**config.mk**
```make
export PLATFORM = sky130hd
export DESIGN_NAME = fir_iir_direct_form2_filter_core
export DESIGN_NICKNAME = d
export VERILOG_FILES = /design/src/hdl/fidf_pkg.sv /design/src/hdl/fidf_store.sv /design/src/hdl/fidf_mac.sv /design/src/hdl/fir_iir_direct_form2_filter_core.sv
export SDC_FILE = /design/constraint.sdc
export NUM_CORES = 2
export LEC_CHECK = 0
export BUFFER_PORTS_ARGS = -buffer_cell sky130_fd_sc_hd__buf_2
export CAP_MARGIN = 20
export CORE_ASPECT_RATIO = 1.75
export CORE_MARGIN = 2
export CORE_UTILIZATION = 35
export CTS_CLUSTER_DIAMETER = 120
export DETAILED_ROUTE_END_ITERATION = 8
export GPL_ROUTABILITY_DRIVEN = 1
export REMOVE_ABC_BUFFERS = 1
export SLEW_MARGIN = 20
export SYNTH_ARGS = -nofsm -noshare
export SYNTH_HDL_FRONTEND = slang
export SYNTH_HIERARCHICAL = 1
export SYNTH_SLANG_ARGS = --single-unit
export TNS_END_PERCENT = 100
```
**constraint.sdc**
```tcl
create_clock -name aclk -period 17.9 [get_ports aclk]
set_input_delay 0.895 -clock aclk [delete_from_list [all_inputs] [get_ports aclk]]
set_output_delay 0.895 -clock aclk [all_outputs]
set_load 0.02 [all_outputs]
```
**src/hdl/fidf_pkg.sv**
```systemverilog
// Shared types and constants for the FIR / direct-form-II IIR filter core.
// No dependencies; imported by every module under hdl/.
package fidf_pkg;

    localparam int SAMPLE_W   = 16;   // Q1.15 sample / state value
    localparam int COEF_W     = 18;   // Q3.15 coefficient
    localparam int PROD_W     = SAMPLE_W + COEF_W;
    localparam int CMD_W      = 2;
    localparam int CI_W       = 4;    // coefficient index field
    localparam int TAP_CNT_W  = 5;
    localparam int CFG_IDX_W  = 2;
    localparam int CFG_DATA_W = 5;
    localparam int FRAC_W     = 15;

    localparam logic [TAP_CNT_W-1:0] TAP_COUNT_RST = 5'd16;
    localparam logic [SAMPLE_W-1:0]  SAT_MAX       = 16'h7FFF;
    localparam logic [SAMPLE_W-1:0]  SAT_MIN       = 16'h8000;
    localparam int                   ROUND_HALF    = 16384;

    // configuration register indexes
    localparam logic [CFG_IDX_W-1:0] CFG_FILTER_MODE = 2'd0;
    localparam logic [CFG_IDX_W-1:0] CFG_TAP_COUNT   = 2'd1;

    typedef enum logic [CMD_W-1:0] {
        CMD_SAMPLE   = 2'd0,
        CMD_LOAD_FWD = 2'd1,
        CMD_LOAD_FB  = 2'd2,
        CMD_UNUSED   = 2'd3
    } cmd_t;

    // read issue from the sequencer to the storage
    typedef struct packed {
        logic issue;
        logic sel_fb;   // 1: feedback coefficients, 0: forward coefficients
    } rd_ctl_t;

    // coefficient write strobes
    typedef struct packed {
        logic fwd_en;
        logic fb_en;
    } coef_wr_t;

    // accumulator control
    typedef struct packed {
        logic acc_load;
        logic init_sample;  // load sample << 15 instead of zero
    } mac_ctl_t;

    // rounded and saturated accumulator
    typedef struct packed {
        logic [SAMPLE_W-1:0] value;
        logic                clip;
    } rs_t;

endpackage

```
**src/hdl/fidf_store.sv**
```systemverilog
// Delay line and coefficient memories with per-entry valid bits.
// Read data is registered; an entry never written reads as zero. Uses fidf_pkg.
module fidf_store
    import fidf_pkg::*;
#(
    parameter int MAX_TAPS = 16,
    parameter int IDX_W    = 4
) (
    input  logic                       aclk,
    input  logic                       aresetn,
    // delay line write
    input  logic                       dl_wr_en,
    input  logic [IDX_W-1:0]           dl_wr_addr,
    input  logic [SAMPLE_W-1:0]        dl_wr_data,
    // coefficient write
    input  coef_wr_t                   coef_wr,
    input  logic [IDX_W-1:0]           coef_wr_addr,
    input  logic [COEF_W-1:0]          coef_wr_data,
    // read
    input  rd_ctl_t                    rd_ctl,
    input  logic [IDX_W-1:0]           dl_rd_addr,
    input  logic [IDX_W-1:0]           coef_rd_addr,
    output logic                       rd_vld,
    output logic signed [SAMPLE_W-1:0] dl_q,
    output logic signed [COEF_W-1:0]   coef_q
);

    logic [SAMPLE_W-1:0] dl_mem  [MAX_TAPS];
    logic [COEF_W-1:0]   fwd_mem [MAX_TAPS];
    logic [COEF_W-1:0]   fb_mem  [MAX_TAPS];

    logic [MAX_TAPS-1:0] dl_ok_reg,  dl_ok_next;
    logic [MAX_TAPS-1:0] fwd_ok_reg, fwd_ok_next;
    logic [MAX_TAPS-1:0] fb_ok_reg,  fb_ok_next;

    logic [SAMPLE_W-1:0] dl_data_reg;
    logic [COEF_W-1:0]   fwd_data_reg, fb_data_reg;
    logic                dl_hit_reg, fwd_hit_reg, fb_hit_reg;
    logic                sel_fb_reg;
    logic                rd_vld_reg;

    always_comb begin
        dl_ok_next  = dl_ok_reg;
        fwd_ok_next = fwd_ok_reg;
        fb_ok_next  = fb_ok_reg;
        if (dl_wr_en) begin
            dl_ok_next[dl_wr_addr] = 1'b1;
        end
        if (coef_wr.fwd_en) begin
            fwd_ok_next[coef_wr_addr] = 1'b1;
        end
        if (coef_wr.fb_en) begin
            fb_ok_next[coef_wr_addr] = 1'b1;
        end
    end

    always_ff @(posedge aclk) begin
        if (!aresetn) begin
            dl_ok_reg  <= '0;
            fwd_ok_reg <= '0;
            fb_ok_reg  <= '0;
            rd_vld_reg <= 1'b0;
        end else begin
            dl_ok_reg  <= dl_ok_next;
            fwd_ok_reg <= fwd_ok_next;
            fb_ok_reg  <= fb_ok_next;
            rd_vld_reg <= rd_ctl.issue;
        end
    end

    // memory write ports
    always_ff @(posedge aclk) begin
        if (dl_wr_en) begin
            dl_mem[dl_wr_addr] <= dl_wr_data;
        end
        if (coef_wr.fwd_en) begin
            fwd_mem[coef_wr_addr] <= coef_wr_data;
        end
        if (coef_wr.fb_en) begin
            fb_mem[coef_wr_addr] <= coef_wr_data;
        end
    end

    // registered read ports
    always_ff @(posedge aclk) begin
        if (rd_ctl.issue) begin
            dl_data_reg  <= dl_mem[dl_rd_addr];
            fwd_data_reg <= fwd_mem[coef_rd_addr];
            fb_data_reg  <= fb_mem[coef_rd_addr];
            dl_hit_reg   <= dl_ok_reg[dl_rd_addr];
            fwd_hit_reg  <= fwd_ok_reg[coef_rd_addr];
            fb_hit_reg   <= fb_ok_reg[coef_rd_addr];
            sel_fb_reg   <= rd_ctl.sel_fb;
        end
    end

    assign rd_vld = rd_vld_reg;
    assign dl_q   = dl_hit_reg ? $signed(dl_data_reg) : '0;

    always_comb begin
        if (sel_fb_reg) begin
            coef_q = fb_hit_reg ? $signed(fb_data_reg) : '0;
        end else begin
            coef_q = fwd_hit_reg ? $signed(fwd_data_reg) : '0;
        end
    end

endmodule

```
**src/hdl/fidf_mac.sv**
```systemverilog
// Shared multiply-accumulate unit with Q1.15 round-half-up and saturation.
// Product is registered before the accumulator. Uses fidf_pkg.
module fidf_mac
    import fidf_pkg::*;
#(
    parameter int ACC_W = 39
) (
    input  logic                       aclk,
    input  logic                       aresetn,
    input  mac_ctl_t                   ctl,
    input  logic signed [SAMPLE_W-1:0] sample,
    input  logic                       rd_vld,
    input  logic signed [SAMPLE_W-1:0] dl_data,
    input  logic signed [COEF_W-1:0]   coef_data,
    output rs_t                        rs
);

    localparam int QW = ACC_W - FRAC_W;

    logic signed [PROD_W-1:0] prod_full;
    logic signed [PROD_W-1:0] prod_reg;
    logic                     prod_vld_reg;
    logic signed [ACC_W-1:0]  acc_reg, acc_next;
    logic signed [ACC_W-1:0]  rnd;
    logic        [QW-1:0]     q;
    logic                     hi, lo;

    assign prod_full = dl_data * coef_data;

    always_comb begin
        acc_next = acc_reg;
        if (ctl.acc_load) begin
            acc_next = ctl.init_sample ? (ACC_W'(sample) <<< FRAC_W) : '0;
        end else if (prod_vld_reg) begin
            acc_next = acc_reg + ACC_W'(prod_reg);
        end
    end

    always_ff @(posedge aclk) begin
        if (!aresetn) begin
            prod_vld_reg <= 1'b0;
        end else begin
            prod_vld_reg <= rd_vld;
        end
    end

    always_ff @(posedge aclk) begin
        prod_reg <= prod_full;
        acc_reg  <= acc_next;
    end

    // floor((acc + 2^14) / 2^15), then clip to 16 bits
    assign rnd = acc_reg + ACC_W'(ROUND_HALF);
    assign q   = rnd[ACC_W-1:FRAC_W];
    assign hi  = !q[QW-1] && (|q[QW-2:SAMPLE_W-1]);
    assign lo  = q[QW-1] && !(&q[QW-2:SAMPLE_W-1]);

    always_comb begin
        rs.clip = hi || lo;
        if (hi) begin
            rs.value = SAT_MAX;
        end else if (lo) begin
            rs.value = SAT_MIN;
        end else begin
            rs.value = q[SAMPLE_W-1:0];
        end
    end

endmodule

```
**src/hdl/fir_iir_direct_form2_filter_core.sv**
```systemverilog
// FIR / direct-form-II IIR filter core: sequencer, storage and shared MAC.
// Coefficient loads go straight to memory and give no result beat. A sample
// runs the feedback taps (IIR mode only), writes the state value and runs the
// forward taps; a stale write position at or past L (L = taps in use) is first
// reduced modulo L. One sample in flight, one MAC tap per cycle: no new beat
// is taken until the result is loaded into the output register. Sync active-low reset.
module fir_iir_direct_form2_filter_core
    import fidf_pkg::*;
#(
    parameter int MAX_TAPS = 16
) (
    input  logic                  aclk,
    input  logic                  aresetn,
    // sample / coefficient input
    input  logic                  s_tvalid,
    output logic                  s_tready,
    input  logic [39:0]           s_tdata,   // sample_in[15:0], coef_index[19:16],
                                             // coef_value[37:20], zero pad
    input  logic [CMD_W-1:0]      s_tuser,   // command[1:0]
    // filtered output
    output logic                  m_tvalid,
    input  logic                  m_tready,
    output logic [15:0]           m_tdata,   // sample_out[15:0]
    output logic                  m_tuser,   // saturated[0]
    // configuration write
    input  logic                  cfg_valid,
    output logic                  cfg_ready,
    input  logic [CFG_IDX_W-1:0]  cfg_index,
    input  logic [CFG_DATA_W-1:0] cfg_data
);

    localparam int IDX_W = (MAX_TAPS > 1) ? $clog2(MAX_TAPS) : 1;
    localparam int LEN_W = $clog2(MAX_TAPS + 1);
    localparam int ACC_W = PROD_W + $clog2(MAX_TAPS) + 1;
    localparam int CMP_W = (LEN_W > TAP_CNT_W) ? LEN_W : TAP_CNT_W;

    typedef enum logic [3:0] {
        ST_IDLE,
        ST_WRAP,      // reduce write position modulo L
        ST_FB_RUN,    // feedback taps through the MAC
        ST_FB_DRAIN,
        ST_WRITE,     // store the state value
        ST_FF_RUN,    // forward taps through the MAC
        ST_FF_DRAIN,
        ST_DONE       // load output register
    } state_t;

    // input field unpacking
    logic signed [SAMPLE_W-1:0] in_sample;
    logic [CI_W-1:0]            in_coef_index;
    logic [COEF_W-1:0]          in_coef_value;
    cmd_t                       in_cmd;

    assign in_sample     = $signed(s_tdata[15:0]);
    assign in_coef_index = s_tdata[19:16];
    assign in_coef_value = s_tdata[37:20];
    assign in_cmd        = cmd_t'(s_tuser);

    // configuration
    logic                 mode_reg;
    logic [TAP_CNT_W-1:0] tap_count_reg;

    assign cfg_ready = 1'b1;

    always_ff @(posedge aclk) begin
        if (!aresetn) begin
            mode_reg      <= 1'b0;
            tap_count_reg <= TAP_COUNT_RST;
        end else if (cfg_valid) begin
            unique case (cfg_index)
                CFG_FILTER_MODE: mode_reg      <= cfg_data[0];
                CFG_TAP_COUNT:   tap_count_reg <= cfg_data;
                default: ;
            endcase
        end
    end

    // tap count clamped to [1, MAX_TAPS]
    logic [CMP_W-1:0] tc_ext;
    logic [LEN_W-1:0] len_clamped;

    assign tc_ext = CMP_W'(tap_count_reg);

    always_comb begin
        if (tc_ext == '0) begin
            len_clamped = LEN_W'(1);
        end else if (tc_ext > CMP_W'(MAX_TAPS)) begin
            len_clamped = LEN_W'(MAX_TAPS);
        end else begin
            len_clamped = LEN_W'(tc_ext);
        end
    end

    // sequencer state
    state_t                     state_reg, state_next;
    logic [IDX_W-1:0]           wp_reg, wp_next;
    logic [IDX_W-1:0]           pos_reg, pos_next;
    logic [IDX_W-1:0]           idx_reg, idx_next;
    logic [IDX_W-1:0]           n_reg, n_next;
    logic [LEN_W-1:0]           len_reg, len_next;
    logic                       drain_reg, drain_next;
    logic signed [SAMPLE_W-1:0] sample_reg, sample_next;
    logic                       sat_reg, sat_next;
    logic                       m_tvalid_reg, m_tvalid_next;
    logic [SAMPLE_W-1:0]        m_data_reg, m_data_next;
    logic                       m_sat_reg, m_sat_next;

    // datapath controls
    rd_ctl_t             rd_ctl;
    mac_ctl_t            mac_ctl;
    coef_wr_t            coef_wr;
    logic                dl_wr_en;
    logic [SAMPLE_W-1:0] dl_wr_data;
    logic                rd_vld;
    logic signed [SAMPLE_W-1:0] dl_q;
    logic signed [COEF_W-1:0]   coef_q;
    rs_t                 rs;

    logic                s_beat;
    logic                ci_in_range;
    logic [IDX_W-1:0]    pos_inc;     // (pos + 1) mod L
    logic [IDX_W-1:0]    idx_dec;     // (idx - 1) mod L
    logic                last_tap;
    logic                out_free;

    assign s_tready    = (state_reg == ST_IDLE);
    assign s_beat      = s_tvalid && s_tready;
    assign ci_in_range = (int'(in_coef_index) < MAX_TAPS);
    assign pos_inc     = ((LEN_W'(pos_reg) + LEN_W'(1)) == len_reg) ? '0 : pos_reg + 1'b1;
    assign idx_dec     = (idx_reg == '0) ? IDX_W'(len_reg - LEN_W'(1)) : idx_reg - 1'b1;
    assign last_tap    = (LEN_W'(n_reg) == (len_reg - LEN_W'(1)));
    assign out_free    = !m_tvalid_reg || m_tready;

    // coefficient loads go straight to memory from the input beat
    always_comb begin
        coef_wr.fwd_en = s_beat && (in_cmd == CMD_LOAD_FWD) && ci_in_range;
        coef_wr.fb_en  = s_beat && (in_cmd == CMD_LOAD_FB) && ci_in_range;
    end

    always_comb begin
        state_next    = state_reg;
        wp_next       = wp_reg;
        pos_next      = pos_reg;
        idx_next      = idx_reg;
        n_next        = n_reg;
        len_next      = len_reg;
        drain_next    = drain_reg;
        sample_next   = sample_reg;
        sat_next      = sat_reg;
        m_tvalid_next = m_tvalid_reg;
        m_data_next   = m_data_reg;
        m_sat_next    = m_sat_reg;

        rd_ctl          = '0;
        mac_ctl         = '0;
        dl_wr_en        = 1'b0;
        dl_wr_data      = sample_reg;

        if (m_tvalid_reg && m_tready) begin
            m_tvalid_next = 1'b0;
        end

        unique case (state_reg)
            ST_IDLE: begin
                if (s_beat && (in_cmd == CMD_SAMPLE)) begin
                    sample_next = in_sample;
                    pos_next    = wp_reg;
                    len_next    = len_clamped;
                    sat_next    = 1'b0;
                    state_next  = ST_WRAP;
                end
            end
            ST_WRAP: begin
                if (LEN_W'(pos_reg) >= len_reg) begin
                    pos_next = IDX_W'(LEN_W'(pos_reg) - len_reg);
                end else begin
                    n_next = '0;
                    if (mode_reg) begin
                        // feedback walk starts one slot past the write position
                        idx_next            = pos_inc;
                        mac_ctl.acc_load    = 1'b1;
                        mac_ctl.init_sample = 1'b1;
                        state_next          = ST_FB_RUN;
                    end else begin
                        state_next = ST_WRITE;
                    end
                end
            end
            ST_FB_RUN: begin
                rd_ctl.issue  = 1'b1;
                rd_ctl.sel_fb = 1'b1;
                n_next        = n_reg + 1'b1;
                idx_next      = idx_dec;
                if (last_tap) begin
                    drain_next = 1'b1;
                    state_next = ST_FB_DRAIN;
                end
            end
            ST_FB_DRAIN: begin
                drain_next = 1'b0;
                if (!drain_reg) begin
                    state_next = ST_WRITE;
                end
            end
            ST_WRITE: begin
                dl_wr_en = 1'b1;
                if (mode_reg) begin
                    dl_wr_data = rs.value;
                    sat_next   = rs.clip;
                end
                idx_next         = pos_reg;
                n_next           = '0;
                mac_ctl.acc_load = 1'b1;
                state_next       = ST_FF_RUN;
            end
            ST_FF_RUN: begin
                rd_ctl.issue = 1'b1;
                n_next       = n_reg + 1'b1;
                idx_next     = idx_dec;
                if (last_tap) begin
                    drain_next = 1'b1;
                    state_next = ST_FF_DRAIN;
                end
            end
            ST_FF_DRAIN: begin
                drain_next = 1'b0;
                if (!drain_reg) begin
                    state_next = ST_DONE;
                end
            end
            ST_DONE: begin
                // hold here while the previous result beat is still pending
                if (out_free) begin
                    m_tvalid_next = 1'b1;
                    m_data_next   = rs.value;
                    m_sat_next    = sat_reg || rs.clip;
                    wp_next       = pos_inc;
                    state_next    = ST_IDLE;
                end
            end
            default: begin
                state_next = ST_IDLE;
            end
        endcase
    end

    always_ff @(posedge aclk) begin
        if (!aresetn) begin
            state_reg    <= ST_IDLE;
            wp_reg       <= '0;
            m_tvalid_reg <= 1'b0;
            drain_reg    <= 1'b0;
        end else begin
            state_reg    <= state_next;
            wp_reg       <= wp_next;
            m_tvalid_reg <= m_tvalid_next;
            drain_reg    <= drain_next;
        end
        pos_reg    <= pos_next;
        idx_reg    <= idx_next;
        n_reg      <= n_next;
        len_reg    <= len_next;
        sample_reg <= sample_next;
        sat_reg    <= sat_next;
        m_data_reg <= m_data_next;
        m_sat_reg  <= m_sat_next;
    end

    assign m_tvalid = m_tvalid_reg;
    assign m_tdata  = m_data_reg;
    assign m_tuser  = m_sat_reg;

    fidf_store #(
        .MAX_TAPS (MAX_TAPS),
        .IDX_W    (IDX_W)
    ) u_store (
        .aclk         (aclk),
        .aresetn      (aresetn),
        .dl_wr_en     (dl_wr_en),
        .dl_wr_addr   (pos_reg),
        .dl_wr_data   (dl_wr_data),
        .coef_wr      (coef_wr),
        .coef_wr_addr (IDX_W'(in_coef_index)),
        .coef_wr_data (in_coef_value),
        .rd_ctl       (rd_ctl),
        .dl_rd_addr   (idx_reg),
        .coef_rd_addr (n_reg),
        .rd_vld       (rd_vld),
        .dl_q         (dl_q),
        .coef_q       (coef_q)
    );

    fidf_mac #(
        .ACC_W (ACC_W)
    ) u_mac (
        .aclk      (aclk),
        .aresetn   (aresetn),
        .ctl       (mac_ctl),
        .sample    (sample_reg),
        .rd_vld    (rd_vld),
        .dl_data   (dl_q),
        .coef_data (coef_q),
        .rs        (rs)
    );

endmodule

```
[After elaboration in Yosys (flattened, before gate mapping)]
Memory sizes are Yosys's and may differ from the RTL's. A register that Yosys moved wholly into a read port is not among the register bits.
Index checks and enable logic that the tools add are counted.
W data, S select, Z words.
Operators by class
  eq/ne operators: 23
  divide/modulo/power cells: 0
  reductions and logical operators: 40
  $lt $le $gt $ge: 8
  mux-type cells: 62
  shift operators: 0
  $mul: 1
  bitwise logic cells: 3
  add/subtract/negate cells: 8
Operator list (count)
  $mux W39: 3
  $mux W16: 5
  $mux W4: 14
  $mux W18: 3
  $or A16 B16 Y16: 3
  $add A39 B16 Y39 const B: 1
  $add A39 B34 Y39: 1
  $mul A16 B18 Y34: 1
  $pmux W4 S8: 1
  $pmux W4 S3: 2
  $mux W1: 21
  $lt A4 B5 Y1 const B: 4
  $ne A2 B2 Y1 const B: 9
  $eq A4 B3 Y1 const B: 4
  $bmux W1 S4: 3
  $reduce_and A2 Y1: 6
  $logic_and A1 B1 Y1: 9
  $reduce_and A3 Y1: 3
  $add A4 B1 Y4 const B: 2
  $demux W1 S4: 2
  $eq A4 B2 Y1 const B: 2
  $ge A4 B1 Y1 const B: 2
  $logic_not A4 Y1: 2
  $pmux W4 S2: 1
  other kinds (26): 41
Storage, ports and cells
  output and inout bits: 20
  memories kept: 3
  logic and storage cells: 174
  memory bits (writable): 832
  latch bits: 0
  register bits: 194
  memory bits (read-only): 0
  input port bits: 54
Memory list
  u_store.fb_mem: depth 16, width 18, rd ports 1, clocked after memory_dff 1, wr ports 1, line fidf_store.sv:30  | logic [COEF_W-1:0] fb_mem [MAX_TAPS];
  u_store.fwd_mem: depth 16, width 18, rd ports 1, clocked after memory_dff 1, wr ports 1, line fidf_store.sv:29  | logic [COEF_W-1:0] fwd_mem [MAX_TAPS];
  u_store.dl_mem: depth 16, width 16, rd ports 1, clocked after memory_dff 1, wr ports 1, line fidf_store.sv:28  | logic [SAMPLE_W-1:0] dl_mem [MAX_TAPS];

[Logic depth before layout (Yosys ltp)]
  word-level depth: 8
  depth in mapped cells: 27
  gate-level depth less buffers: 24

[By module]
Netlist, hierarchy kept.
Modules (own cells, without submodules)
  fidf_store: area an instance 35098.7 um^2, cells each 1571, sequential area each 27646.5 um^2, instances 1
  fidf_mac: area an instance 15952.8 um^2, cells each 1776, sequential area each 1871.8 um^2, instances 1
  fir_iir_direct_form2_filter_core: area an instance 3374.5 um^2, cells each 281, sequential area each 1831.8 um^2, instances 1

[Worst setup path after synthesis]
Ideal clock, no wire load.
  kind: reg2reg
  from: reg u_store.sel_fb_reg
  to: reg u_mac.prod_reg[30]
  period minus slack after synthesis: 6733 ps
  path buffers: 4
  data arrival time: 6611 ps
  setup time: 122 ps
  stages on the path, launching flop included: 26
  data required time: 17778 ps
  slack: 11167 ps
  cell sequence: edfxtp_1 nor2b_1 clkbuf_1 clkbuf_1 a22o_1 clkbuf_1 nand2_1 fa_1 inv_1 fa_1 fa_1 fa_1 fa_1 inv_1 fa_1 inv_1 ha_1 clkbuf_1 a21o_1 a21o_1 a21o_1 a21o_1 a21o_1 a21oi_1 o21ai_0 a311o_1
Between the ends
  cells in the longest elaborated chain, start to end: 2
RTL lines
  from (decl): line fidf_store.sv:39  | logic sel_fb_reg;
  from (signal assigned): line fidf_store.sv:93  | sel_fb_reg <= rd_ctl.sel_fb;
  $mux W18: line fidf_store.sv:101  | if (sel_fb_reg) begin
  via coef_q[11]: line fir_iir_direct_form2_filter_core.sv:116  | logic signed [COEF_W-1:0] coef_q;
  $mul A16 B18 Y34: line fidf_mac.sv:28  | assign prod_full = dl_data * coef_data;
  via u_mac.prod_full[30]: line fidf_mac.sv:20  | logic signed [PROD_W-1:0] prod_full;
  to (signal assigned): line fidf_mac.sv:48  | prod_reg <= prod_full;
  to (decl): line fidf_mac.sv:21  | logic signed [PROD_W-1:0] prod_reg;
The timed path passes the listed nets, and every way through them passes these cells.
A chain may end at the register's enable or synchronous reset.

[Final worst setup path]
Same ends and word-level chain as after synthesis.

==> flow_summary.toml <==
[status]
status = "completed"

[global_routing]
grt_overflow = 0
grt_pass1_wl_um = 196400
grt_max_degree = 68
antenna_found_initial = 2
gr-usage-all-layers = 0.1651
grt_pass1_vias = 32130

[power_and_ir_drop]
ir_drop_uv = 195.0
p_leak_uw = 0.02189
power_density_nw_per_um2 = 195.0
total_power_uw = 11840

[worst_setup_path]
critPathCaptureType = "register"
critPathRequiredTime_ns = 18.48
worst-path-max-fanout = 18
start_kind = "register"
path_class = "register to register"
critPathArrivalTime_ns = 8.25

[logic_synthesis]
synth_area_um2 = 54430
syn_inst = 3628
synth_area_leader_cell = "edfxtp_1"
synth_most_common_cell = "edfxtp_1"
avgSynthCellArea_um2 = 15.00
ys_seq_elements = 1077
synth_top_area_frac = 0.5396
ys_seq_area_frac = 0.5760
ys_types = 95
ys.flop_type = "edfxtp_1"
synth_area_leaders = "edfxtp_1, fa_1, mux4_2, dfxtp_1, ha_1"
yosysWarnings = 6
synth-edff-count = 978
synth_commonest_cells = "edfxtp_1, inv_1, fa_1"
synthArstFlopShare = 0

[clocking]
cts_tree = "built"
clkSlewWorstSetupHoldPaths_ns = 0.07
clk_path_buf_depth = 3
clock-root-buffer = "clkbuf_16"
cts_resized = 0
insertion_delay_ns = 0.71
numCtsBuffers = 96
clock-sinks = 1077
postCtsSetupBuffers = 0
cts_max_level = 3
hold_buffers = 0

[final_layout]
multi_input_area_um2 = 21060
nFillCells = 14200
fin_util = 0.3926
nNetsFinal = 4200
area_delta_synth_final_pct = 11.54
largestRegisters = "u_store/fb_mem (288), u_store/fwd_mem (288), u_store/dl_mem (256)"
final_area_um2 = 60710
ff_latch_area_um2 = 31350
drive_gt1_frac = 0.1645

[detailed_routing]
vias_per_cell = 5.180
drc_errors = 0
wirelength_um = 130800
met3_wirelength_um = 4823
met2_length_um = 72340
vias = 30190
antenna_left = 0
firstDrtPassIters = 5
routedWlPerCell_um = 22.44
wl_met1_um = 49370
topRoutingLayerUsed = "met4"
drtIter0Drc = 1810

[die]
die_w_um = 302.1
dieArea_um2 = 158800
die_y_um = 525.7
rows = 191
initial_core_util = 0.3520
core_um2 = 154600
boundaryPins = 74

[sta]
fin_crit_sh = 0.4282
setup_viol = 0
fin_hold_ws_ns = 0.3486
rsz0062_at_grt = "no"
tns_ns = 0
worstMarginPinSlew_ns = 1.109
max_freq_mhz = 130.5
min_period_ns = 7.665
hold_viol_final = 0
clock_skew_ns = 0.05320
maxSlewHeadroom = 0.2604
finalMaxSlewViolations = 0

[place]
io_buffers = 70
gp_congestion = 0.8384
dpl.hpwl_um = 85870
dpl_cell_area_um2 = 57340

[flow_run]
drv_cap = 0

[worst_hold_path]
min_path_type = "primary input to register"
final timing paths:
check | slack [ns] | cells after the start | from | to
hold reg to reg | 0.43 | 1 | u_store/rd_vld$_SDFF_PN0_ | u_mac/prod_vld_reg$_SDFF_PN0_
setup / recovery | 10.23 | 20 | u_store/sel_fb_reg$_DFFE_PP_ | u_mac/prod_reg[30]$_DFF_P_
setup reg to reg | 10.23 | 20 | u_store/sel_fb_reg$_DFFE_PP_ | u_mac/prod_reg[30]$_DFF_P_
hold / removal | 0.35 | 1 | s_tdata[2] | sample_reg[2]$_DFFE_PP_
cell usage in the layout (no fill, tap or decap), drive strengths merged, types with 14 or more instances in the layout:
master / instances
o21a: 65
clkinv: 41
o21ai: 79
inv: 410
o211ai: 14
nor3: 36
mux2: 17
fa: 292
dfxtp: 99
mux4: 220
nor2: 115
clkbuf: 119
a21oi: 65
edfxtp: 978
nand3: 33
a21o: 28
a22o: 20
a22oi: 117
nor2b: 21
and2: 173
ha: 136
xor2: 31
xnor2: 57
nand2b: 24
nand2: 257
buf: 141
critical path, stage by stage, from the launching register on:
cell and delay (ns):
edfxtp_1 0.36, and2_2 0.53, a22o_1 0.73, nand2_1 0.26, fa_1 0.63, inv_1 0.08
fa_1 1.00, fa_1 0.54, fa_1 0.48, fa_1 0.56, inv_1 0.06, fa_1 0.56
inv_1 0.05, ha_1 0.37, a21o_1 0.19, a21o_1 0.19, a21o_1 0.18, a21o_1 0.18
a21oi_1 0.19, o21ai_0 0.12, a311o_1 0.28
stage by stage:
step                      worst slack, ns  cells
after floorplan                     10.72   3479
after global placement              9.889   5645
after detailed placement            9.812   5645
after CTS                           9.758   5825
after global routing                9.846   5827
final                               10.23   5828
layer usage:
metal,vias up,track usage
li1,13390,-
met5,-,0
met2,672,0.3143
met4,0,0.05802
met3,206,0.01817
met1,15920,0.1878
power by group:
| group | internal [µW] | switching [µW] |
|---|---|---|
| clock | 1200 | 963 |
| sequential | 3090 | 142 |
| combinational | 2570 | 3860 |
| total | 6870 | 4970 |
kinds of logic (layout without fill, tap and decap cells):
logic type                 count (synthesis)  in the layout  synth area share
adders and majority gates                428            428            0.1387
xor gates and xnor gates                  89             89           0.01458
buffers and inverters                    557            729           0.04138
other                                      1              3        0.00006890
and+or+nand+nor                          742            742           0.06839
DFF                                     1077           1077            0.5760
muxes                                    247            247           0.09639
AOI/OAI and AO/OA                        487            487           0.06451
final cells by class:
class	instances	area share
multi-input cells	1994	0.3469
inverters	408	0.02523
repair buffers	141	0.01476
flip-flops and latches	1077	0.5164
clock inverters	61	0.01235
well taps	2026	0.04176
diodes	2	0.00008244
clock buffers	119	0.04252
No activity file was read; power rests on OpenSTA's default activity.
